### src/design/rar1v_pkg.sv
// ----------------------------------------------------------------------------
// rar1v_pkg: shared types and constants
// Widths, fixed-point constants, register indexes and sequencer states for the
// rolling AR(1) innovation variance block.
// ----------------------------------------------------------------------------
package rar1v_pkg;

  localparam int MAX_WINDOW     = 63;
  localparam int SAMPLE_BITS    = 24;
  localparam int WIN_W          = $clog2(MAX_WINDOW + 1);
  localparam int PTR_W          = $clog2(MAX_WINDOW);
  localparam int LEN_W          = 32;
  localparam int SUM_S_W        = 30;
  localparam int SUM_Q_W        = 54;
  localparam int SUM_P_W        = 55;
  localparam int VAR_W          = 48;
  localparam int ACC_W          = 96;  // working width of the shared datapath
  localparam int MB_W           = 33;  // multiplier operand, signed
  localparam int STEP_W         = 6;   // step counter of the serial units
  localparam int DEFAULT_WINDOW = 31;
  localparam int MIN_WINDOW     = 5;
  localparam int BETA_W         = 30;
  localparam int BETA_CAP       = 1063004406;  // 0.99 in Q1.30
  localparam int Q30_ONE        = 1073741824;
  localparam int REG_FACTOR     = 10000;
  localparam int BETA_STEPS     = 30;
  localparam int CFG_IDX_W      = 1;
  localparam int CFG_DATA_W     = 32;

  typedef logic signed [SAMPLE_BITS-1:0] sample_t;
  typedef logic signed [ACC_W-1:0]       acc_t;

  typedef enum logic [CFG_IDX_W-1:0] {
    REG_TRACK_LENGTH = 1'b0,
    REG_REQ_WINDOW   = 1'b1
  } reg_idx_t;

  typedef enum logic [4:0] {
    ST_IDLE,
    ST_RD_A,
    ST_RD_B,
    ST_RD_C,
    ST_M_DD,
    ST_M_DL,
    ST_M_PX,
    ST_M_XX,
    ST_V_SS,
    ST_V_G,
    ST_V_H1,
    ST_V_H2,
    ST_V_H3,
    ST_V_H4,
    ST_V_NUM,
    ST_V_D1,
    ST_V_D2,
    ST_V_D3,
    ST_V_CMP,
    ST_V_DIV,
    ST_V_BB,
    ST_V_GP,
    ST_V_SAT,
    ST_V_DIV2,
    ST_LOAD
  } state_t;

endpackage

### src/design/rar1v_mul.sv
// ----------------------------------------------------------------------------
// rar1v_mul: bit-serial multiplier
// Wide signed operand times a signed MB_W-bit operand, one bit per cycle.
// ----------------------------------------------------------------------------
module rar1v_mul (
  input  logic                              clk,
  input  logic                              rst_n,
  input  logic                              start,
  input  rar1v_pkg::acc_t                   a,
  input  logic signed [rar1v_pkg::MB_W-1:0] b,
  output logic                              done,
  output rar1v_pkg::acc_t                   p
);

  rar1v_pkg::acc_t                 acc_r;
  rar1v_pkg::acc_t                 ash_r;
  logic [rar1v_pkg::MB_W-1:0]      bsh_r;
  logic [rar1v_pkg::STEP_W-1:0]    cnt_r;
  logic                            run_r;
  logic                            done_r;
  logic                            last_c;

  // top bit of b carries negative weight
  assign last_c = (cnt_r == rar1v_pkg::STEP_W'(rar1v_pkg::MB_W - 1));

  always_ff @(posedge clk) begin
    if (!rst_n) begin
      run_r  <= 1'b0;
      done_r <= 1'b0;
    end else begin
      done_r <= 1'b0;
      if (start) begin
        run_r <= 1'b1;
      end else if (run_r && last_c) begin
        run_r  <= 1'b0;
        done_r <= 1'b1;
      end
    end
  end

  always_ff @(posedge clk) begin
    if (start) begin
      acc_r <= '0;
      ash_r <= a;
      bsh_r <= b;
      cnt_r <= '0;
    end else if (run_r) begin
      if (bsh_r[0]) begin
        acc_r <= last_c ? acc_r - ash_r : acc_r + ash_r;
      end
      ash_r <= ash_r <<< 1;
      bsh_r <= bsh_r >> 1;
      cnt_r <= cnt_r + 1'b1;
    end
  end

  assign done = done_r;
  assign p    = acc_r;

endmodule

### config.mk
export PLATFORM = sky130hd
export DESIGN_NAME = rar1v_mul
export DESIGN_NICKNAME = d
export VERILOG_FILES = /design/src/design/rar1v_pkg.sv /design/src/design/rar1v_mul.sv
export SDC_FILE = /design/constraint.sdc
export NUM_CORES = 1
export LEC_CHECK = 0
export BUFFER_PORTS_ARGS = -buffer_cell sky130_fd_sc_hd__clkbuf_2
export CORE_MARGIN = 10
export CORE_UTILIZATION = 50
export CTS_CLUSTER_SIZE = 14
export DETAILED_ROUTE_END_ITERATION = 10
export GPL_ROUTABILITY_DRIVEN = 0
export PLACE_DENSITY = 0.8
export SETUP_SLACK_MARGIN = 0.3
export SLEW_MARGIN = 0
export SYNTH_ARGS = -nofsm -noshare
export SYNTH_HDL_FRONTEND = slang
export SYNTH_SLANG_ARGS = --single-unit
### constraint.sdc
create_clock -name clk -period 9.2 [get_ports clk]
set_input_delay 0.92 -clock clk [delete_from_list [all_inputs] [get_ports clk]]
set_output_delay 0.92 -clock clk [all_outputs]
set_load 0.005 [all_outputs]
Word-level counts from Yosys, hierarchy flattened. Cells that the tools add are included.

Flip-flop bits (word level): 233. Bits of input ports: 132. Output and inout bits: 97.

Add/subtract/negate cells: 3. Equality and inequality tests: 1. Muxes and demuxes: 8. Bitwise logic cells: 1. Reduce and logical (&&, ||, !) cells: 5.

Operators with widths (count): $mux W96 (3); $add A96 B96 Y96 (1); $sub A96 B96 Y96 (1); $mux W33 (2); $add A6 B1 Y6 const B (1); $eq A6 B6 Y1 const B (1); $reduce_bool A2 Y1 (2); $mux W1 (3); $reduce_and A2 Y1 (1); $reduce_or A2 Y1 (1); $logic_and A1 B1 Y1 (1); $not A1 Y1 (1).

Longest topological paths before layout.
Depth in word-level cells: 4. Gate-level depth with buffers: 22.

Worst setup path after synthesis. No wires, ideal clock.

Path kind: register -> register. Start: register ash_r[27]. End: register acc_r[89] (netlist: p[89]). Arrival time: 5375 ps. Path slack: 3708 ps. Stages on the path, launching flop included: 21. Period minus slack after synthesis: 5492 ps. Path through: edfxtp_1 > or4_4 > or3_4 > or4_4 > or2_2 > clkbuf_1 > o41ai_1 > xor2_1 > ha_1 > clkbuf_1 > nand4_1 > or3_1 > or4_1 > nor2_1 > o211ai_1 > nand3_1 > a21oi_1 > o21ai_0 > a21boi_0 > mux2i_1 > nand2_1.

Word-level cells in the longest chain between the ends: 2. Elaborated cells between the ends (all ways): 3. Classes of those cells: add/sub: 2; mux: 1.

Ends and longest elaborated chain: start: declaration (RTL line rar1v_mul.sv:16) `rar1v_pkg::acc_t ash_r;`; start signal: assignment (RTL line rar1v_mul.sv:51) `ash_r <= ash_r <<< 1;`; $add A96 B96 Y96 or $sub A96 B96 Y96 (tied branches) (RTL line rar1v_mul.sv:49) `acc_r <= last_c ? acc_r - ash_r : acc_r + ash_r;`; $mux W96 (*) (RTL line rar1v_mul.sv:49); end signal: assignment (RTL line rar1v_mul.sv:49); end: declaration (RTL line rar1v_mul.sv:15) `rar1v_pkg::acc_t acc_r;`.

Every way passes the cells marked *; elsewhere a longest branch is shown, timed or not. A chain may end at the register's enable or synchronous reset.

Worst setup path after layout.
Start: register ash_r[10]. End: register acc_r[94] (netlist: p[94]).

The elaborated chain is that of the path after synthesis.

==> results.md <==
- CTS Buf Count: 27
- Area Overhead vs Synth: 13.3%
- Crit path kind: flip-flop to flip-flop
- Antenna violations before repair: 3
- CTS tree: built
- Slowest-stage cell, CP: o311ai_0
- Final ANT Viol Nets: 0
- Routed WL: 54500 µm
- Clock sink total: 233
- Antenna diode count: 0
- FF+latch count, synth: 233
- Final Hold Viols: 0
- Peak Freq: 0.148 GHz
- Top_reg_cell synth: edfxtp_1
- Clk slew on worst S/H paths: 0.06 ns
- Final period utilization: 73.7%
- Status: finished, final reports clean
- Crit path cell chain: or4_1 -> nor4b_1 -> nand4_1 -> or2_2 -> o31ai_1 -> xor2_1 -> ha_1 -> a21oi_1 -> o21ai_0 -> a311oi_1 -> o41ai_1 -> o311ai_0 -> nand3_1 -> a41o_1 -> a21o_1 -> o31ai_1 -> nand2_1 -> o311a_1
- Syn avg cell area: 8.81 µm²
- Max-slew violation count: 0
- RSZ-0062 raised after global routing: no
- Adder-Cell Fraction of Synth Area: 7.37%
- GRT Total Usage: 25.0%
- Startpoint class of the critical path: flip-flop
- Synth async-reset ratio: 0%
- Global-route wire length before repair: 84900 µm
- Final period demand of the worst path: 6.78 ns
- Layout cells sized above 1: 20.3%
- Worst endpoint required time: 9.66 ns
- DRC: 0
- Post-synth EDFFs: 129
- Net Count, Synth: 2172
- # IOs: 229
- I/O Buffers: 228
- Multiplexer area fraction after synthesis: 8.53%
- CTS Buffer Depth: 3
- First-iteration detailed-routing DRC count: 2291
- Arrival time worst endpoint: 7.24 ns
- Wire length per cell: 21.3 µm
- Commonest non-fill, non-tap cell in the layout: nand2_1
- Largest net degree at the start of global routing: 83
- Complex-gate fraction of the synthesized area: 19.6%
- Vias post-DR: 16100
- Mapped Cells: 1940
- Overflow after GRT: 0
- Seq/Total Area, Yosys: 34.9%
- Final HPWL DP: 41400 µm
- Worst skew pair latency: 0.58 ns
- Synth Area in Simple Gates: 17.4%
- Final cell count without fillers: 2565
- Die ar.: 0.0420 mm²
- Main combinational cell family by area after synthesis: compound AO/OA/AOI/OAI gates
- Starting Density: 50.8%
- DR pass1 iterations: 7
- PwrDens: 172 mW/mm²
- Worst Path Max Fanout: 7
- Crit-path max cell delay: 0.98 ns
- Die Ht: 205 µm
- Setup bufs post-CTS: 0
- H-tree depth: 1
- Clock Tree Root: clkbuf_16
- Peak VDD IR: 0.170 mV
- Clk_skew: 0.0191 ns
- Slew @ Worst Pin: 1.10 ns
- Synthesis Warnings: 0
- Setup violations, final: 0
- CP dominant cell by count: o31ai_1
- Core Area: 0.0336 mm²
- Site row count: 67
- Netlist Area Pre-Place: 0.0171 mm²
- Final #Nets: 2328
- Vias in the first global route: 15700
- CTS Hold Bufs: 0
- Post-DR vias/cell: 6.29
- DIE WIDTH: 205 µm
- Max-cap violations: 0
- Post-synthesis xor/xnor area fraction: 8.91%
- Rel. slew slack: 26.0%
- Post-Place Cells: 2515
- Setup tns final: 0 ns
- Synth cell types: 69
- Critical path endpoint category: flip-flop
- Most frequent cells in the layout: nand2_1, clkbuf_2, a21oi_1
- Leakage power: 8.34 nW
- CTS resizes: 0
- Hold WC Path Type: flip-flop to flip-flop
## kinds of logic (layout without fill, tap and decap cells)
family | Yosys count | after routing
AOI/OAI and AO/OA | 536 | 536
xor gates and xnor gates | 173 | 173
adders and majority gates | 100 | 100
buffers and inverters | 150 | 327
DFF | 233 | 233
muxes | 130 | 130
and+or+nand+nor | 618 | 618
## sequential cells by signal, summed over array words and instances, names as in the netlist
| name | count |
|---|---|
| done | 1 |
| cnt_r | 6 |
| ash_r | 96 |
| p | 96 |
| run_r | 1 |
| bsh_r | 33 |
## report_power, final
| group | switching (mW) | total [mW] | internal (mW) |
|---|---|---|---|
| combinational | 0.528 | 0.895 | 0.367 |
| sequential | 0.127 | 1.35 | 1.22 |
| clock | 0.453 | 1.09 | 0.632 |
## final timing paths
check	start	end	slack [ns]	cells past startpoint
worst min register to register	p[14]	p[14]	0.48	2
worst max-delay path	ash_r[10]	p[94]	2.42	18
worst min-delay path	p[14]	p[14]	0.48	2
worst max register to register	ash_r[10]	p[94]	2.42	18
## critical path: cells and delay by family (launching register included)
| family | cells | cell delay [ns] |
|---|---|---|
| compound gates | 10 | 3.24 |
| xor+xnor | 1 | 0.19 |
| fa+ha+maj | 1 | 0.32 |
| flops | 1 | 0.44 |
| simple gates | 6 | 2.45 |
## final cells by class
type / count / area [µm²]
fill: 2925 / 14300
multi-input combinational: 1557 / 10600
sequential: 233 / 5960
timing repair buffer: 240 / 1240
clock buffer: 41 / 768
tap: 448 / 561
inverter: 37 / 139
clock inverter: 9 / 111
## Yosys cell counts (37+ instances only)
master    instances  area share, %
xor2_1          100            5.1
inv_1            37           0.81
a21o_1           66            2.9
dfxtp_1         104             12
xnor2_1          72            3.7
edfxtp_1        129             23
nand2_1         254            5.6
nor3_1           39            1.1
o21ai_0         111            3.3
ha_1             99            7.2
nor2_1          110            2.4
clkbuf_1        104            2.3
mux2_2          125            8.2
a21oi_1         192            5.6
nand4_1          39            1.4
## metal layers
| layer | part of all wire (%) | track usage, % |
|---|---|---|
| met5 | 0.075 | 0 |
| met4 | 5.6 | 11.8 |
| met3 | 12 | 7.71 |
| met2 | 44 | 39.4 |
| met1 | 38 | 30.7 |
## through the flow
step | instance area [µm²] | hold WS, ns | setup slack (ns) | total power [mW] | utilization, %
floorplan | 17100 | 0.456 | 3.71 | 1.95 | -
global placement | 18500 | 0.465 | 2.90 | 2.20 | 55.0
finish | 19400 | 0.482 | 2.42 | 3.33 | 57.6
CTS | 19400 | 0.483 | 2.63 | 3.31 | 57.6
global route | 19400 | 0.508 | 2.10 | 3.48 | 57.6
detailed placement | 18500 | 0.475 | 2.68 | 2.23 | 55.0
Note: power is estimated with default switching activity, not from simulation.
