**src/design/rar1v_pkg.sv**
```systemverilog
// ----------------------------------------------------------------------------
// rar1v_pkg: shared types and constants
// Widths, fixed-point constants, register indexes and sequencer states for the
// rolling AR(1) innovation variance block.
// ----------------------------------------------------------------------------
package rar1v_pkg;

  localparam int MAX_WINDOW     = 63;
  localparam int SAMPLE_BITS    = 24;
  localparam int WIN_W          = $clog2(MAX_WINDOW + 1);
  localparam int PTR_W          = $clog2(MAX_WINDOW);
  localparam int LEN_W          = 32;
  localparam int SUM_S_W        = 30;
  localparam int SUM_Q_W        = 54;
  localparam int SUM_P_W        = 55;
  localparam int VAR_W          = 48;
  localparam int ACC_W          = 96;  // working width of the shared datapath
  localparam int MB_W           = 33;  // multiplier operand, signed
  localparam int STEP_W         = 6;   // step counter of the serial units
  localparam int DEFAULT_WINDOW = 31;
  localparam int MIN_WINDOW     = 5;
  localparam int BETA_W         = 30;
  localparam int BETA_CAP       = 1063004406;  // 0.99 in Q1.30
  localparam int Q30_ONE        = 1073741824;
  localparam int REG_FACTOR     = 10000;
  localparam int BETA_STEPS     = 30;
  localparam int CFG_IDX_W      = 1;
  localparam int CFG_DATA_W     = 32;

  typedef logic signed [SAMPLE_BITS-1:0] sample_t;
  typedef logic signed [ACC_W-1:0]       acc_t;

  typedef enum logic [CFG_IDX_W-1:0] {
    REG_TRACK_LENGTH = 1'b0,
    REG_REQ_WINDOW   = 1'b1
  } reg_idx_t;

  typedef enum logic [4:0] {
    ST_IDLE,
    ST_RD_A,
    ST_RD_B,
    ST_RD_C,
    ST_M_DD,
    ST_M_DL,
    ST_M_PX,
    ST_M_XX,
    ST_V_SS,
    ST_V_G,
    ST_V_H1,
    ST_V_H2,
    ST_V_H3,
    ST_V_H4,
    ST_V_NUM,
    ST_V_D1,
    ST_V_D2,
    ST_V_D3,
    ST_V_CMP,
    ST_V_DIV,
    ST_V_BB,
    ST_V_GP,
    ST_V_SAT,
    ST_V_DIV2,
    ST_LOAD
  } state_t;

endpackage

```
**src/design/rar1v_dline.sv**
```systemverilog
// ----------------------------------------------------------------------------
// rar1v_dline: sample delay line
// Circular sample store, one write and one registered read per cycle.
// ----------------------------------------------------------------------------
module rar1v_dline (
  input  logic                        clk,
  input  logic                        we,
  input  logic [rar1v_pkg::PTR_W-1:0] waddr,
  input  rar1v_pkg::sample_t          wdata,
  input  logic [rar1v_pkg::PTR_W-1:0] raddr,
  output rar1v_pkg::sample_t          rdata
);

  rar1v_pkg::sample_t mem [rar1v_pkg::MAX_WINDOW];

  always_ff @(posedge clk) begin
    if (we) begin
      mem[waddr] <= wdata;
    end
  end

  always_ff @(posedge clk) begin
    rdata <= mem[raddr];
  end

endmodule

```
**config.mk**
```make
export PLATFORM = sky130hd
export DESIGN_NAME = rar1v_dline
export DESIGN_NICKNAME = d
export VERILOG_FILES = /design/src/design/rar1v_pkg.sv /design/src/design/rar1v_dline.sv
export SDC_FILE = /design/constraint.sdc
export NUM_CORES = 1
export LEC_CHECK = 0
export BUFFER_PORTS_ARGS = -buffer_cell sky130_fd_sc_hd__buf_2
export CAP_MARGIN = 20
export CELL_PAD_IN_SITES_DETAIL_PLACEMENT = 1
export CELL_PAD_IN_SITES_GLOBAL_PLACEMENT = 2
export CORE_MARGIN = 3
export CORE_UTILIZATION = 51
export DETAILED_ROUTE_END_ITERATION = 12
export PLACE_DENSITY_LB_ADDON = 0.1
export SYNTH_ARGS = -nofsm -noshare
export SYNTH_HDL_FRONTEND = slang
export SYNTH_SLANG_ARGS = --single-unit
```
**constraint.sdc**
```tcl
create_clock -name clk -period 3.9 [get_ports clk]
set_input_delay 0.39 -clock clk [delete_from_list [all_inputs] [get_ports clk]]
set_output_delay 0.39 -clock clk [all_outputs]
set_load 0.1 [all_outputs]
```
# After elaboration in Yosys (flattened, before gate mapping)
# Memories as Yosys holds them, arrays and structs flattened. A register that Yosys moved wholly into a read port is not among the register bits.
# Cells that the tools add are included.
# op_classes
muxes	2
# op_table
cell	n
$mux 1	2
# totals
ff_bits	0
ramBits	1512
inputBits	38
output_inout_bits	24
word_cells	3
mem_count	1
# mem_list
name	depth	width	rd	rd_ports_with_merged_regs	wr	line	rtl
mem	63	24	1	1	1	rar1v_dline.sv:14	rar1v_pkg::sample_t mem [rar1v_pkg::MAX_WINDOW];

# Depth between registers and ports, before layout
# Gate-level depths: netlist of the first run.
# depth
depth_word	2
depth_mapped	9
ltp_nobuf	5

# Worst setup path after synthesis of the first run
# Ideal clock, no wire load.
# synth_path
kind	in2reg
startpoint	input waddr[4] (netlist name)
endpoint	memory mem[32][0] (netlist name) (enable)
setup_time_ns	0.435
arrival_ns	2.699
required_ns	3.465
setup_slack_ns	0.766
stages	4
path_buffers	1
path_cell_list	clkbuf_1 > nor4bb_1 > nand2b_1 > nor3_1
# synth_lines
item	line	rtl
from (decl)	rar1v_dline.sv:8	input logic [rar1v_pkg::PTR_W-1:0] waddr,
to (decl)	rar1v_dline.sv:14	
# Straight into the memory's write port.

==> metrics, run 1 <==
H-tree lvl count 4; initial antenna violation count 13; flop2flop setup slack 1.39 ns; CTS tree yes; CP endpoint rdata[5]; #FFs+latches synth ~1500; Vias 29300; WL final 158000 µm; Tcrit/Tclk final 0.720; setup ws final ~1.1 ns; Avg Vias per Cell 6.40; vias in the first global route 30300; worst r2r dst rdata[17]; leakage power between 20 and 25 nW; Total Negative Setup Slacks 0 ns; cell taking the most area after synthesis edfxtp_1; CTS resizes 0; Synth area leaders edfxtp_1, mux4_2, mux2i_1, dfxtp_1, nor2_1; min Tclk post-route between 2 and 3 ns; Die Ht around 350 µm; final slew viol count 0; CP arrival 3.40 ns; CTS Buf Count 157; Row Count 123; Syn Inst Count 2698; synthesis-to-finish area growth 13.5%; top fanout value on the critical path 47; PwrDens ~520 nW/µm²; Worst-Margin Slew 1.05 ns; maximum vdd drop 418 µV; Top FF cell, synth edfxtp_1; Worst Skew 0.0256 ns; largest net degree at the start of global routing 74; Synth async-reset ratio 0; Min-Delay Path Class in2reg; Post-DP HPWL slightly above 90000 µm; critical path capture point type register; Clock Latency Late Sink 0.76 ns; Reg clk slew, reported paths 0.06 ns; dpl ws 0.276 ns; r2r startpoint mem[40][17]; startpoint types input port; DR iter-0 viols between 3000 and 4000; Clock Sink Count 1536; core area 113000 µm²; final hold violation count 0; gr usage total 0.266; nets@finish 2987; CP startpoint raddr[0]; ratio of cells with drive above 1 in the final layout 0.281; Residual DRC 0; Syn Std Cell Area 58700 µm²; max-cap violations 0; Slew Limit Headroom 0.300; worst reg-to-reg path cell count 6; area of the die 119000 µm²; Setup CP Type in2reg; GPL Wtd Cong about 0.8; status complete, no violations; post-synthesis sequential area ratio 0.782; # port buffers 61; worst path required time roughly 4.5 ns; # IOs 62; Layout fillers 9500; Die Span X 345 µm; worst-case clock buffer depth 3; GRT Residual Overflow 0; Synth top area share 0.774; root buffer cell clkbuf_16; commonest non-fill, non-tap cell in the layout edfxtp_1; DR pass1 iterations 5; wire per inst 34.4 µm; number of synthesized flops with an enable pin between 1500 and 2000; syn nets 2736; Distinct cells, synth 45; Initial Util 0.518; fmax 356 MHz; Synthesis Warnings 0; Post-Syn Area per Cell around 22 µm²; antenna violation net count after detailed routing 0; most frequent cells in the layout edfxtp_1, mux4_2, buf_4; RSZ-0062 raised after global routing false; Setup-failing EPs final 0; first-pass GRT wire length 225000 µm
[what timing repair did]
item | in CTS | in global routing
endpoints found under the hold margin | 8 | 0
buffers inserted | 0 | 0
hold buffers | 1 | 0
[flip-flops by register name, summed over array words and instances (netlist names)]
signal	flops
mem	1512
rdata	24
[logic make-up after synthesis]
kind of cell / after synthesis / synth area share
flip-flops: 1536 / 0.782
multiplexers: 477 / 0.149
AO/OA/AOI/OAI: 271 / 0.0332
AND/OR/NAND/NOR: 259 / 0.0207
buffers and inverters: 155 / 0.0148
[Yosys cell counts (2+ instances only)]
cell       count
or3b_2         3
nand3b_1       6
edfxtp_1    1512
or2_2          3
and2_1        10
a31oi_1        5
nor2b_1       39
buf_6         15
clkbuf_1      59
a211o_1       12
buf_2         41
o41ai_1        7
o311ai_0      12
nand3_1       13
mux2i_1      141
dfxtp_1       24
or3_1          3
nor3_1         5
o2111ai_1      5
a211oi_1      23
mux4_2       317
a2111oi_0     14
buf_1          5
o32ai_1        2
o21ai_0       62
nand2b_1      11
or4_1          3
a22oi_1       29
a22o_1         7
buf_4         33
a221oi_1       7
a32oi_1        9
nor2_1        99
o22ai_1       26
o221ai_1      22
a221o_1        9
a21oi_1       15
mux2_2        19
nand2_1       62
o31ai_1        4
[stage by stage]
step	std cells	instance area (µm²)	total power, W	utilization	hold slack (ns)
4_1_cts	4568	66500	0.0349	0.587	0.127
6_report	4577	66600	0.0347	0.588	0.0559
2_1_floorplan	2698	58700	0.0198	-	0.489
3_5_place_dp	4285	61700	0.0207	0.545	0.706
3_3_place_gp	4282	61700	0.0207	0.544	0.683
5_1_grt	4573	66600	0.0358	0.588	0.0444
[layer usage]
layer	wire length, µm	vias up	global-route usage
met5	11	-	0
met4	3610	2	0.0695
met3	13800	194	0.0542
met2	73100	1193	0.402
met1	67100	16000	0.401
li1	-	11900	-
[cell type report]
class / count / area, µm² / area share
flip-flops and latches: 1536 / 45900 / 0.689
multi-input cells: 1007 / 12100 / 0.182
clock buffers: 201 / 4200 / 0.0630
repair buffers: 246 / 1900 / 0.0285
well taps: 1500 / 1880 / 0.0282
clock inverters: 81 / 642 / 0.00963
diodes: 5 / 12.5 / 0.000188
inverters: 1 / 3.75 / 0.0000563
[worst min path at each step]
stage               startpoint     endpoint  cells after the start
floorplan             wdata[0]    mem[0][0]                      0
global placement      wdata[7]   mem[18][7]                      1
detailed placement    wdata[7]   mem[19][7]                      1
CTS                  wdata[12]  mem[54][12]                      1
global route          wdata[1]   mem[25][1]                      1
finish                wdata[1]   mem[25][1]                      1
[critical path: stages]
cell and delay, ns:
buf_8 0.44, buf_4 0.46, buf_4 0.31, mux4_2 0.53
a22o_1 0.29, a211oi_1 0.66, o41ai_1 0.18
[where the power goes]
part	total [W]	internal, W	switching [W]	leakage (nW)
registers	0.0183	0.0183	0.0000600	13.8
logic	0.00206	0.000630	0.00143	5.05
clock network	0.0143	0.00819	0.00611	2.36
total	0.0347	0.0271	0.00760	21.2
Note: power is estimated with default switching activity, not from simulation.
==> inputs of run 2 (changes only) <==
Settings changed: CORE_UTILIZATION 51 to 46.
Clock period 3.9 ns to 2.5 ns, I/O delays scaled along.
==> run 2 against run 1 <==
Net effect:
- first-iteration DRC count is 5.0% lower
- core utilization shrank 3.7 points
- non-clock buffer count increased by 185
- via count is 2.2% higher
- combinational power is 74% higher
- clock power rose by 64%
- die area rose by 11%
- critical path depth did not move
==> metrics, run 2 (same netlist as run 1, synthesis figures left out) <==
most frequent cells in the layout edfxtp_1, mux4_2, buf_4; gr usage total 0.252 (-0.0138); Worst Skew 0.0246 ns (-0.00108 ns); ratio of cells with drive above 1 in the final layout 0.323 (+0.0423); Initial Util 0.465 (-0.0532); Clock Sink Count 1536 (unchanged); DR pass1 iterations 8 (+3); core area 126000 µm² (+11%); startpoint types register; Avg Vias per Cell 6.07 (-5.1%); Worst-Margin Slew 1.14 ns (+0.0917 ns); Post CTS Setup Buffer Count 0 (unchanged); WL final 164000 µm (+4.3%); Die Span X 363 µm (+5.2%); vias in the first global route 31600 (+4.1%); Tcrit/Tclk final 0.925; Vias 29900 (+2.2%); GPL Wtd Cong 0.804 (-0.63%); PwrDens 799 nW/µm² (+53%); Setup-failing EPs final 0 (unchanged); worst path required time 3.07 ns (-1.43 ns); Hold EP mem[31][1]; Layout fillers 10900 (+14%); Core Util, Final 0.551 (-0.0374); area of the die 132000 µm² (+11%); wire per inst 33.3 µm (-3.2%); maximum vdd drop 723 µV (+73%); hold depth 1 (unchanged); min Tclk post-route 2.31 ns; # port buffers 61 (unchanged); Min-Delay Path Class in2reg; worst reg-to-reg path cell count 7 (+1); H-tree lvl count 4 (unchanged); RSZ-0062 raised after global routing false; worst-case clock buffer depth 3 (unchanged); Top reg by flops mem; Non-Filler Instances 4929 (+7.7%); commonest non-fill, non-tap cell in the layout edfxtp_1; Total Negative Setup Slacks 0 ns (unchanged); Row Count 130 (+5.7%); r2r startpoint mem[22][12]; final slew viol count 0 (unchanged); Setup CP Type reg2reg; leakage power 22.5 nW (+6.2%); top fanout value on the critical path 1 (-98%); Die Ht 363 µm (+5.2%); Worst Hold Launch wdata[1]; first-pass GRT wire length 233000 µm (+3.4%); Residual DRC 0 (unchanged); GRT Residual Overflow 0 (unchanged); CTS Buf Count 161 (+2.5%); synthesis-to-finish area growth 18.5%; Largest regs mem (1512), rdata (24); fmax about 430 MHz; final hold violation count 0 (unchanged); max-cap violations 0 (unchanged); root buffer cell clkbuf_16; # IOs 62 (unchanged); CP arrival 2.88 ns (-0.52 ns); largest net degree at the start of global routing 64 (-14%); nets@finish 3176 (+6.3%); status complete, no violations; Slew Limit Headroom 0.233 (-0.0670); critical path capture point type register; antenna violation net count after detailed routing 0 (unchanged); max reg flops 1512 (unchanged); worst r2r dst rdata[12]; CTS tree yes; flop2flop setup slack 0.19 ns (-1.20 ns); CP startpoint mem[22][12]; DR iter-0 viols 3613 (-5.0%); Reg clk slew, reported paths 0.06 ns (about the same); placed cells 4614 (+7.7%); initial antenna violation count 13 (unchanged); Post-DP HPWL 102000 µm (+9.3%); Clock Latency Late Sink 0.78 ns (+0.02 ns)
run 2: worst max-delay path by stage:
| stage | endpoint | cells after the start |
|---|---|---|
| 6_report | rdata[12] | 7 |
| 5_1_grt | rdata[12] | 7 |
| 4_1_cts | rdata[15] | 7 |
| 3_5_place_dp | rdata[12] | 8 |
| 3_3_place_gp | rdata[12] | 8 |
| 2_1_floorplan | mem[10][0] | 4 |
run 2: worst max-delay path, stage by stage (launching register included):
cell and delay, ns:
edfxtp_1 0.37, mux4_2 0.51, mux2i_1 0.26, buf_4 0.19, nor2_1 0.07, o31ai_4 0.32, buf_4 0.18, o311ai_0 0.23
run 2: cell type report:
type                       instances  area (µm²)  area share
timing repair buffer             431        4290      0.0616
sequential                      1536       45900       0.660
tap                             1650        2060      0.0297
antenna                            9        22.5    0.000324
clock buffer                     213        4410      0.0634
inverter                           1        3.75   0.0000540
multi-input combinational       1007       12100       0.174
clock inverter                    82         718      0.0103
run 2: what timing repair did:
| action | in CTS | in global routing |
|---|---|---|
| hold buffers | 11 | 0 |
| endpoints found under the hold margin | 222 | 0 |
| gates resized for setup | 2 | 0 |
| setup endpoints to repair | 1 | 0 |
run 2: per-stage QoR:
| step | setup WS (ns) | hold slack, ns | area (µm²) | total power [W] |
|---|---|---|---|---|
| 5_1_grt | 0.0936 | 0.0381 | 69500 | 0.0573 |
| 2_1_floorplan | -0.0131 | 0.349 | 58700 | 0.0309 |
| 6_report | 0.187 | 0.0313 | 69500 | 0.0555 |
| 3_5_place_dp | -0.526 | 0.646 | 64200 | 0.0327 |
| 3_3_place_gp | -0.526 | 0.630 | 64200 | 0.0326 |
| 4_1_cts | 0.0978 | 0.000321 | 69500 | 0.0560 |
run 2: power by group:
part	switching (W)	total [W]	leakage [nW]	internal, W
Clock	0.00976	0.0234	2.51	0.0136
Sequential	0.0000831	0.0286	13.8	0.0285
Combinational	0.00231	0.00358	6.21	0.00127
run 2: per-layer routing:
metal	vias to the layer above	global-route usage	wire length, µm
met4	4	0.0792	4510
met2	1135	0.386	76300
met1	16300	0.365	69700
met3	214	0.0558	13900
li1	12300	-	-
met5	-	0	23
