==> src/design/rar1v_pkg.sv <==
// ----------------------------------------------------------------------------
// rar1v_pkg: shared types and constants
// Widths, fixed-point constants, register indexes and sequencer states for the
// rolling AR(1) innovation variance block.
// ----------------------------------------------------------------------------
package rar1v_pkg;

  localparam int MAX_WINDOW     = 63;
  localparam int SAMPLE_BITS    = 24;
  localparam int WIN_W          = $clog2(MAX_WINDOW + 1);
  localparam int PTR_W          = $clog2(MAX_WINDOW);
  localparam int LEN_W          = 32;
  localparam int SUM_S_W        = 30;
  localparam int SUM_Q_W        = 54;
  localparam int SUM_P_W        = 55;
  localparam int VAR_W          = 48;
  localparam int ACC_W          = 96;  // working width of the shared datapath
  localparam int MB_W           = 33;  // multiplier operand, signed
  localparam int STEP_W         = 6;   // step counter of the serial units
  localparam int DEFAULT_WINDOW = 31;
  localparam int MIN_WINDOW     = 5;
  localparam int BETA_W         = 30;
  localparam int BETA_CAP       = 1063004406;  // 0.99 in Q1.30
  localparam int Q30_ONE        = 1073741824;
  localparam int REG_FACTOR     = 10000;
  localparam int BETA_STEPS     = 30;
  localparam int CFG_IDX_W      = 1;
  localparam int CFG_DATA_W     = 32;

  typedef logic signed [SAMPLE_BITS-1:0] sample_t;
  typedef logic signed [ACC_W-1:0]       acc_t;

  typedef enum logic [CFG_IDX_W-1:0] {
    REG_TRACK_LENGTH = 1'b0,
    REG_REQ_WINDOW   = 1'b1
  } reg_idx_t;

  typedef enum logic [4:0] {
    ST_IDLE,
    ST_RD_A,
    ST_RD_B,
    ST_RD_C,
    ST_M_DD,
    ST_M_DL,
    ST_M_PX,
    ST_M_XX,
    ST_V_SS,
    ST_V_G,
    ST_V_H1,
    ST_V_H2,
    ST_V_H3,
    ST_V_H4,
    ST_V_NUM,
    ST_V_D1,
    ST_V_D2,
    ST_V_D3,
    ST_V_CMP,
    ST_V_DIV,
    ST_V_BB,
    ST_V_GP,
    ST_V_SAT,
    ST_V_DIV2,
    ST_LOAD
  } state_t;

endpackage

==> src/design/rar1v_div.sv <==
// ----------------------------------------------------------------------------
// rar1v_div: restoring divider
// One quotient bit per cycle; remainder preset, dividend bits shifted in.
// ----------------------------------------------------------------------------
module rar1v_div (
  input  logic                               clk,
  input  logic                               rst_n,
  input  logic                               start,
  input  logic [rar1v_pkg::ACC_W-1:0]        rem0,
  input  logic [rar1v_pkg::ACC_W-1:0]        den,
  input  logic [rar1v_pkg::VAR_W-1:0]        dvd,
  input  logic [rar1v_pkg::STEP_W-1:0]       steps,
  output logic                               done,
  output logic [rar1v_pkg::VAR_W-1:0]        q
);

  logic [rar1v_pkg::ACC_W-1:0]  rem_r;
  logic [rar1v_pkg::ACC_W-1:0]  den_r;
  logic [rar1v_pkg::VAR_W-1:0]  dv_r;
  logic [rar1v_pkg::VAR_W-1:0]  q_r;
  logic [rar1v_pkg::STEP_W-1:0] cnt_r;
  logic [rar1v_pkg::STEP_W-1:0] steps_r;
  logic                         run_r;
  logic                         done_r;
  logic [rar1v_pkg::ACC_W-1:0]  r2_c;
  logic                         ge_c;
  logic                         last_c;

  assign r2_c   = {rem_r[rar1v_pkg::ACC_W-2:0], dv_r[rar1v_pkg::VAR_W-1]};
  assign ge_c   = (r2_c >= den_r);
  assign last_c = (cnt_r == steps_r - 1'b1);

  always_ff @(posedge clk) begin
    if (!rst_n) begin
      run_r  <= 1'b0;
      done_r <= 1'b0;
    end else begin
      done_r <= 1'b0;
      if (start) begin
        run_r <= 1'b1;
      end else if (run_r && last_c) begin
        run_r  <= 1'b0;
        done_r <= 1'b1;
      end
    end
  end

  always_ff @(posedge clk) begin
    if (start) begin
      rem_r   <= rem0;
      den_r   <= den;
      dv_r    <= dvd;
      q_r     <= '0;
      cnt_r   <= '0;
      steps_r <= steps;
    end else if (run_r) begin
      rem_r <= ge_c ? r2_c - den_r : r2_c;
      q_r   <= {q_r[rar1v_pkg::VAR_W-2:0], ge_c};
      dv_r  <= dv_r << 1;
      cnt_r <= cnt_r + 1'b1;
    end
  end

  assign done = done_r;
  assign q    = q_r;

endmodule

==> config.mk <==
export PLATFORM = sky130hd
export DESIGN_NAME = rar1v_div
export DESIGN_NICKNAME = d
export VERILOG_FILES = /design/src/design/rar1v_pkg.sv /design/src/design/rar1v_div.sv
export SDC_FILE = /design/constraint.sdc
export NUM_CORES = 1
export LEC_CHECK = 0
export ABC_CLOCK_PERIOD_IN_PS = 5060
export BUFFER_PORTS_ARGS = -buffer_cell sky130_fd_sc_hd__buf_4
export CAP_MARGIN = 40
export CORE_UTILIZATION = 39
export CTS_BUF_LIST = sky130_fd_sc_hd__clkbuf_8
export DETAILED_ROUTE_END_ITERATION = 10
export SYNTH_ARGS = -nofsm -noshare
export SYNTH_HDL_FRONTEND = slang
export SYNTH_SLANG_ARGS = --single-unit
==> constraint.sdc <==
create_clock -name clk -period 5.06 [get_ports clk]
set_clock_uncertainty 0.2 [all_clocks]
set_input_delay 1.012 -clock clk [delete_from_list [all_inputs] [get_ports clk]]
set_output_delay 1.012 -clock clk [all_outputs]
set_load 0.05 [all_outputs]
# Word level (Yosys, flattened, before mapping)
# Index checks and enable logic that the tools add are counted.
# totals
regBits,301
latchBits,0
mem_bits_rw,0
mem_bits_ro,0
in_bits,249
out_inout_bits,49
elab_cells,26
mem_count,0
# op_classes
addsub,3
multipliers,0
n_div,0
n_lt_le_gt_ge,1
eq_ne,1
shift,0
mux,8
bitwise_logic,1
n_reduce_logical,4
# ops
cell,n
$mux 95,3
$ge 96x96->1,1
$mux 48,2
$sub 95x95->95,1
$add 6x1->6 const B,1
$eq 6x6->1,1
$sub 6x1->6 const B,1
$reduce_bool 2->1,2
$mux 1,3
$reduce_or 2->1,1
$logic_and 1x1->1,1
$not 1->1,1

# Longest topological paths before layout
# Gate-level depths: netlist (run 1).
# logic_depth
depth_word,5
depth_mapped,17
depth_no_buf,14

# Worst setup path after synthesis (run 1)
# No wires, ideal clock.
# synth_timing
path_type,input-to-reg
from,input port start
to,register dv_r[0] in the netlist's numbering (enable)
setup_ns,0.443
arrival_time_ns,3.082
required_time_ns,4.417
path_slack_ns,1.335
stages,2
path_buffers,1
path_cell_list,clkbuf_1 -> or2_2
# synth_between
elab_chain_len,1
# synth_rtl
element,line,text
from (decl),rar1v_div.sv:8,"input logic start,"
$reduce_bool 2->1 (no line),-,
to (signal assigned),rar1v_div.sv:52,dv_r <= dvd;
to (signal assigned),rar1v_div.sv:59,dv_r <= dv_r << 1;
to (decl),rar1v_div.sv:19,logic [rar1v_pkg::VAR_W-1:0] dv_r;
# No other way between the ends.
# A chain may end at the register's enable or synchronous reset.

# Final worst setup path (run 1)
# layout_timing
from,register den_r[0] in the netlist's numbering
to,register rem_r[84] in the netlist's numbering (data pin)
# layout_between
elab_chain_len,4
elab_cells_between_ends,5
cone_classes,add/sub (1); order compare (1); mux (3)
# layout_rtl
element,line,text
from (decl),rar1v_div.sv:18,logic [rar1v_pkg::ACC_W-1:0] den_r;
from (signal assigned),rar1v_div.sv:51,den_r <= den;
$sub 95x95->95 or $ge 96x96->1 (tied branches),"rar1v_div.sv:57, rar1v_div.sv:30",
$mux 95 *,rar1v_div.sv:57,rem_r <= ge_c ? r2_c - den_r : r2_c;
$mux 95 *,rar1v_div.sv:56,end else if (run_r) begin
$mux 95 *,rar1v_div.sv:49,if (start) begin
to (signal assigned),rar1v_div.sv:50,rem_r <= rem0;
to (signal assigned),rar1v_div.sv:57,
to (decl),rar1v_div.sv:17,logic [rar1v_pkg::ACC_W-1:0] rem_r;
# Mark *: on every way between the ends. The rest lies on a longest branch, timed or not. The select of a mux whose other input is x is not followed.

==> impl_metrics.tcl, run 1 <==
set metrics [dict create \
    critPathTopFamily "compound AO/OA/AOI/OAI gates" \
    rows 80 \
    synth_edf_count 245 \
    path_max_fanout 4 \
    synth.distinct_cells 79 \
    synthCells 1911 \
    fin_crit_ps 4380 \
    clkPwrFrac_pct 25.7 \
    peakVddDrop_mv 0.207 \
    dieArea_um2 49000 \
    synth_compound_area_share_pct 18.1 \
    io_pins 298 \
    worstHoldPathType "primary input to flip-flop" \
    startpoint_type "flip-flop" \
    start_util_pct 39.4 \
    grt-ovfl-total 0 \
    chipWidth_um 221 \
    cpMaxStageDelayCell "a211oi_2" \
    layout_commonest_cell "buf_4" \
    arrival_ps 4580 \
    drtAntennaViolNets 0 \
    hold_ws_ps 301 \
    first_iter_violations 1055 \
    internal_power_mw 5.96 \
    clock_sinks 301 \
    portBuffers 296 \
    endpoint_kind "flip-flop" \
    p_seq_share_pct 34.0 \
    setup_ws_ps 676 \
    setup_viol 0 \
    viasPerCell 5.42 \
    leakage_nw 9.48 \
    drc_errors 0 \
    vias 15400 \
    yosys.area_share.adder_pct 6.64 \
    dp_slack_ps 726 \
    max_freq_ghz 0.228 \
    grt_pass1_wl_um 83700 \
    power_density_nw_per_um2 421 \
    cap_violations 0 \
    crit_chain "ha_1, fa_1, nand2b_1, a21o_1, a311o_1, a211oi_2, o21bai_2, a31oi_2, a31oi_1, o21ai_2, a21boi_0, xor2_1, a21oi_1" \
    synth_area_per_cell_um2 9.82 \
    synth_top_family_by_area "compound AO/OA/AOI/OAI gates" \
    area_delta_synth_final_pct 20.6 \
    drive_gt1_share_pct 22.9 \
    outcome "finished, final reports clean" \
    fp.dieH_um 221 \
    relSlewSlack_pct 40.2 \
    netlist_area_um2 18800 \
    numCtsBuffers 55 \
    tightest_slew_ps 897 \
    required_ps 5250 \
    max_stage_delay_ps 450 \
    switching_share_pct 37.4 \
    p_switching_mw 3.57 \
    cts_hold_buf 0 \
    synth-simple-area-share_pct 12.2 \
    synthXorXnorAreaFrac_pct 4.29 \
    clkLatencyLatePin_ps 690 \
    ctsResizeCount 0 \
    synth_flop_cell "edfxtp_1" \
    clk_transition_reported_paths_ps 60 \
    yosys_warnings 0 \
    cts_tree "built" \
    crit_buf_inv 0 \
    wl_um 53600 \
    grt_antenna_before_repair 0 \
    grtUsageTotal_pct 21.5 \
    drt-pass1-iter-count 7 \
    tns_ps 0 \
    cts-root-buf "clkbuf_8" \
    grt_pass1_vias 15400 \
    cts.path.max_buffers 3 \
    syn_nets 2259 \
    dp_hpwl_um 40000 \
    rsz0062_at_grt "no" \
    gp_congestion 0.909 \
    slew_viol_final 0 \
    fin_util_pct 47.5 \
    grt_start_max_net_pins 98 \
    hold_violations 0 \
    synth_seq_cells 301 \
    comb_power_share_pct 40.3 \
    coreArea_um2 47600 \
    mostFrequentLayoutCells "buf_4, edfxtp_1, a21oi_1" \
    synth-async-reset-ratio_pct 0 \
    path_class "flip-flop to flip-flop" \
    post-cts-setup-buffers 0 \
    nNetsFinal 2523 \
    min_period_over_period_pct 86.6 \
    antennaDiodeCount 0 \
    synth_seq_area_share_pct 45.2 \
    synthMuxAreaShare_pct 8.23 \
    htreeDepth 2 \
    routedWlPerCell_um 18.9 \
]
-- cell usage after synthesis, drive strengths merged, types with 3 or more instances --
library cell	n	area, um2
nand3	23	120
edfxtp	245	7360
or3	7	43.8
nor2	150	571
a21o	46	345
buf	39	245
mux2	91	1020
nor3b	3	27.5
and4	4	35.0
o31ai	6	45.0
and2	7	43.8
inv	138	518
ha	98	1230
o41ai	3	26.3
a311oi	3	26.3
a211oi	17	138
xnor2	51	447
nand2b	15	93.8
or2	4	25.0
nand3b	3	22.5
clkbuf	65	244
o21bai	30	229
a221oi	8	88.8
a21oi	172	868
nor2b	9	56.3
mux2i	52	521
a31o	4	35.0
o21a	46	345
a21boi	10	75.1
o221ai	4	35.0
and3	9	56.3
a2bb2oi	3	26.3
nand4	46	288
xor2	41	359
a31oi	14	93.8
nor3	33	170
dfxtp	56	1120
nor4	8	62.6
o21ai	135	679
nand2	165	619
o211ai	22	170
-- flip-flops by register name, indices dropped and copies added, names as in the netlist --
register  flops
cnt_r         6
dv_r         48
steps_r       6
q            48
rem_r        95
run_r         1
den_r        96
done          1
-- power groups by stage --
| stage | Sequential, mW | Combinational [mW] | Clock, mW |
|---|---|---|---|
| CTS | 3.24 | 3.82 | 2.54 |
| finish | 3.24 | 3.83 | 2.45 |
| detailed placement | 3.29 | 3.80 | 0 |
| floorplan | 3.24 | 2.84 | 0 |
| global placement | 3.28 | 3.76 | 0 |
| global route | 3.28 | 4.22 | 2.63 |
-- metrics by stage --
step                total power [mW]  area [um2]  std cells
floorplan                       6.08       18800       1911
global placement                7.04       21500       2732
detailed placement              7.09       21500       2733
CTS                             9.60       22600       2837
global route                    10.1       22600       2837
finish                          9.53       22600       2837
-- cell type report --
class                           instances  area [um2]
Fill cell                            4547       25000
Inverter                              138         519
Clock inverter                         44         330
Timing Repair Buffer                  311        2400
Clock buffer                           60         826
Tap cell                              615         769
Sequential cell                       301        8480
Multi-Input combinational cell       1368        9300
-- worst paths after layout --
check	start	endpoint	slack, ps	cells past startpoint
worst max register to register	den_r[0]$_DFFE_PP_	rem_r[84]$_DFFE_PP_	680	13
worst min-delay path	den[24]	den_r[24]$_DFFE_PP_	300	1
worst min register to register	q[47]$_SDFFE_PP0P_	q[47]$_SDFFE_PP0P_	300	2
worst max-delay path	den_r[0]$_DFFE_PP_	rem_r[84]$_DFFE_PP_	680	13
-- worst reg2reg max path: stages, from the launching register on --
cell and delay [ps]:
edfxtp_1 380, ha_1 230, fa_1 390, nand2b_1 180, a21o_1 180, a311o_1 320
a211oi_2 450, o21bai_2 160, a31oi_2 420, a31oi_1 390, o21ai_2 390, a21boi_0 170
xor2_1 180, a21oi_1 90
-- logic make-up (layout without fill, tap and decap cells) --
family / after synthesis / count (layout)
multiplexers: 143 / 143
buffers and inverters: 242 / 553
AND/OR/NAND/NOR: 492 / 492
AO/OA/AOI/OAI: 542 / 542
flip-flops: 301 / 301
adder cells (fa/ha/maj): 99 / 99
XOR/XNOR: 92 / 92
-- per-layer routing --
layer  global-route usage [%]  wire (um)  up-vias
met5                        0          0        -
met4                     5.14       1020        0
met3                     6.39       4020       75
met2                     35.8      25500      447
met1                     27.1      23100     7347
li1                         -          -     7502
Power figures use the tool's default switching activity.
==> run 2, diff against run 1 <==
--- a/config.mk
+++ b/config.mk
@@ -5,7 +5,7 @@
 export SDC_FILE = /design/constraint.sdc
 export NUM_CORES = 1
 export LEC_CHECK = 0
-export ABC_CLOCK_PERIOD_IN_PS = 5060
+export ABC_CLOCK_PERIOD_IN_PS = 4500
 export BUFFER_PORTS_ARGS = -buffer_cell sky130_fd_sc_hd__buf_4
 export CAP_MARGIN = 40
 export CORE_UTILIZATION = 39
==> constraint.sdc (replaced) <==
create_clock -name clk -period 4.5 [get_ports clk]
set_clock_uncertainty 0.2 [all_clocks]
set_input_delay 0.9 -clock clk [delete_from_list [all_inputs] [get_ports clk]]
set_output_delay 0.9 -clock clk [all_outputs]
set_load 0.05 [all_outputs]
==> run 2 against run 1 <==
Effect of this change: sequential power rose by 12%; via count is 0.33% lower; worst setup slack got worse by 390 ps; count of clock-buffer cells in the layout fell by 1; hold slack got worse by 84 ps.
==> impl_metrics.tcl, run 2 (synthesis results as in run 1) <==
set metrics [dict create \
    required_ps 4780 \
    portBuffers 296 \
    max_freq_ghz 0.237 \
    tns_ps 0 \
    fin_util_pct 47.4 \
    area_delta_synth_final_pct 20.4 \
    leakage_nw 9.46 \
    chipWidth_um 221 \
    relSlewSlack_pct 43.2 \
    path_class "flip-flop to flip-flop" \
    multi_input_area_um2 9300 \
    grt_pass1_vias 15500 \
    grtUsageTotal_pct 21.5 \
    htreeDepth 2 \
    worstHoldPathType "primary input to flip-flop" \
    cap_violations 0 \
    fp.dieH_um 221 \
    clkLatencyLatePin_ps 660 \
    numCtsBuffers 53 \
    slew_viol_final 0 \
    grt-ovfl-total 0 \
    peakVddDrop_mv 0.251 \
    crit_chain "ha_1, fa_1, nand2b_1, a21o_1, a311o_1, a211oi_2, o21bai_2, a31oi_2, a31oi_1, o21ai_2, a21oi_1, xor2_1, a221oi_2" \
    vias 15300 \
    regToRegSetupSlack_ps 290 \
    busiest_layer "met2" \
    max_stage_delay_ps 410 \
    rows 80 \
    dieArea_um2 49000 \
    tightest_slew_ps 848 \
    reg_top3 "den_r x96, rem_r x95" \
    cpMaxStageDelayCell "a211oi_2" \
    routedWlPerCell_um 18.9 \
    use_met3_pct 5.50 \
    drc_errors 0 \
    fin_crit_ps 4210 \
    mostFrequentLayoutCells "buf_4, edfxtp_1, a21oi_1" \
    outcome "finished, final reports clean" \
    path_max_fanout 4 \
    hold_depth 1 \
    drive_gt1_share_pct 23.0 \
    nFillCells 4561 \
    power.total_mw 10.6 \
    clk_transition_reported_paths_ps 70 \
    startpoint_type "flip-flop" \
    min_period_over_period_pct 93.6 \
    reg2regPathDepth 13 \
    grt_antenna_before_repair 2 \
    viasPerCell 5.40 \
    clock_sinks 301 \
    cts_tree "built" \
    grt_util_met2_pct 34.8 \
    coreArea_um2 47600 \
    gp_congestion 0.900 \
    cts.path.max_buffers 3 \
    register_area_um2 8480 \
    post-cts-setup-buffers 0 \
    grt_start_max_net_pins 96 \
    start_util_pct 39.4 \
    power_density_nw_per_um2 467 \
    critPathTopFamily "compound AO/OA/AOI/OAI gates" \
    endpoint_kind "flip-flop" \
    layout_commonest_cell "buf_4" \
    wl_um 53700 \
    drt-pass1-iter-count 5 \
    rsz0062_at_grt "no" \
    nNetsFinal 2531 \
    cts-root-buf "clkbuf_8" \
    crit_cells 13 \
    dp_hpwl_um 40000 \
    cts_hold_buf 0 \
    grt.met1_usage_pct 27.8 \
    io_pins 298 \
    first_iter_violations 1069 \
    crit_buf_inv 0 \
    drtAntennaViolNets 0 \
    largest_register_ffs 96 \
    ctsResizeCount 0 \
    setup_viol 0 \
    arrival_ps 4490 \
    grt_pass1_wl_um 84200 \
    hold_violations 0 \
    top_register "den_r" \
]
-- run 2: cell types whose count changed in the layout (fill, tap and decap cells not counted), moves of 2 or more --
cell and delta:
bufinv_16 -2, diode_2 +2, buf_4 +9, clkinv_1 -2, clkinv_2 -4
-- run 2: metrics by stage --
| step | hold WS (ps) | worst slack, ps | instances | area [um2] |
|---|---|---|---|---|
| CTS | 153 | 250 | 2837 | 22600 |
| global route | 173 | 43.7 | 2839 | 22600 |
| floorplan | 270 | 887 | 1911 | 18800 |
| detailed placement | 290 | 274 | 2743 | 21600 |
| finish | 216 | 289 | 2839 | 22600 |
| global placement | 278 | 306 | 2743 | 21600 |
-- run 2: worst paths after layout --
check | start | endpoint
max reg2reg | den_r[0]$_DFFE_PP_ | rem_r[88]$_DFFE_PP_
max | den_r[0]$_DFFE_PP_ | rem_r[88]$_DFFE_PP_
min reg2reg | q[47]$_SDFFE_PP0P_ | q[47]$_SDFFE_PP0P_
min | den[68] | den_r[68]$_DFFE_PP_
-- run 2: routing by layer --
layer	wire length, um	share of wire, %	vias up
met5	0	0	-
met4	1520	2.8	0
met3	3960	7.4	89
met2	24500	46	467
met1	23600	44	7256
li1	-	-	7509
-- run 2: area by class of cell --
type	instances	share of cell area, %
Multi-Input combinational cell	1368	41.1
Sequential cell	301	37.5
Timing Repair Buffer	321	11.0
Clock buffer	59	3.59
Tap cell	615	3.40
Inverter	138	2.30
Clock inverter	35	1.02
Antenna cell	2	0.0221
-- run 2: worst reg2reg max path, stage by stage, from the launching register on --
cell and delay, ps:
edfxtp_1 380, ha_1 230, fa_1 400, nand2b_1 180, a21o_1 170, a311o_1 320, a211oi_2 410, o21bai_2 160
a31oi_2 320, a31oi_1 350, o21ai_2 360, a21oi_1 150, xor2_1 180, a221oi_2 230
-- run 2: power by group --
group          switching [mW]  internal (mW)  leakage, nW
logic                    2.58           1.79         5.99
clock network            1.22           1.33        0.584
registers               0.174           3.47         2.89
total                    3.98           6.59         9.46
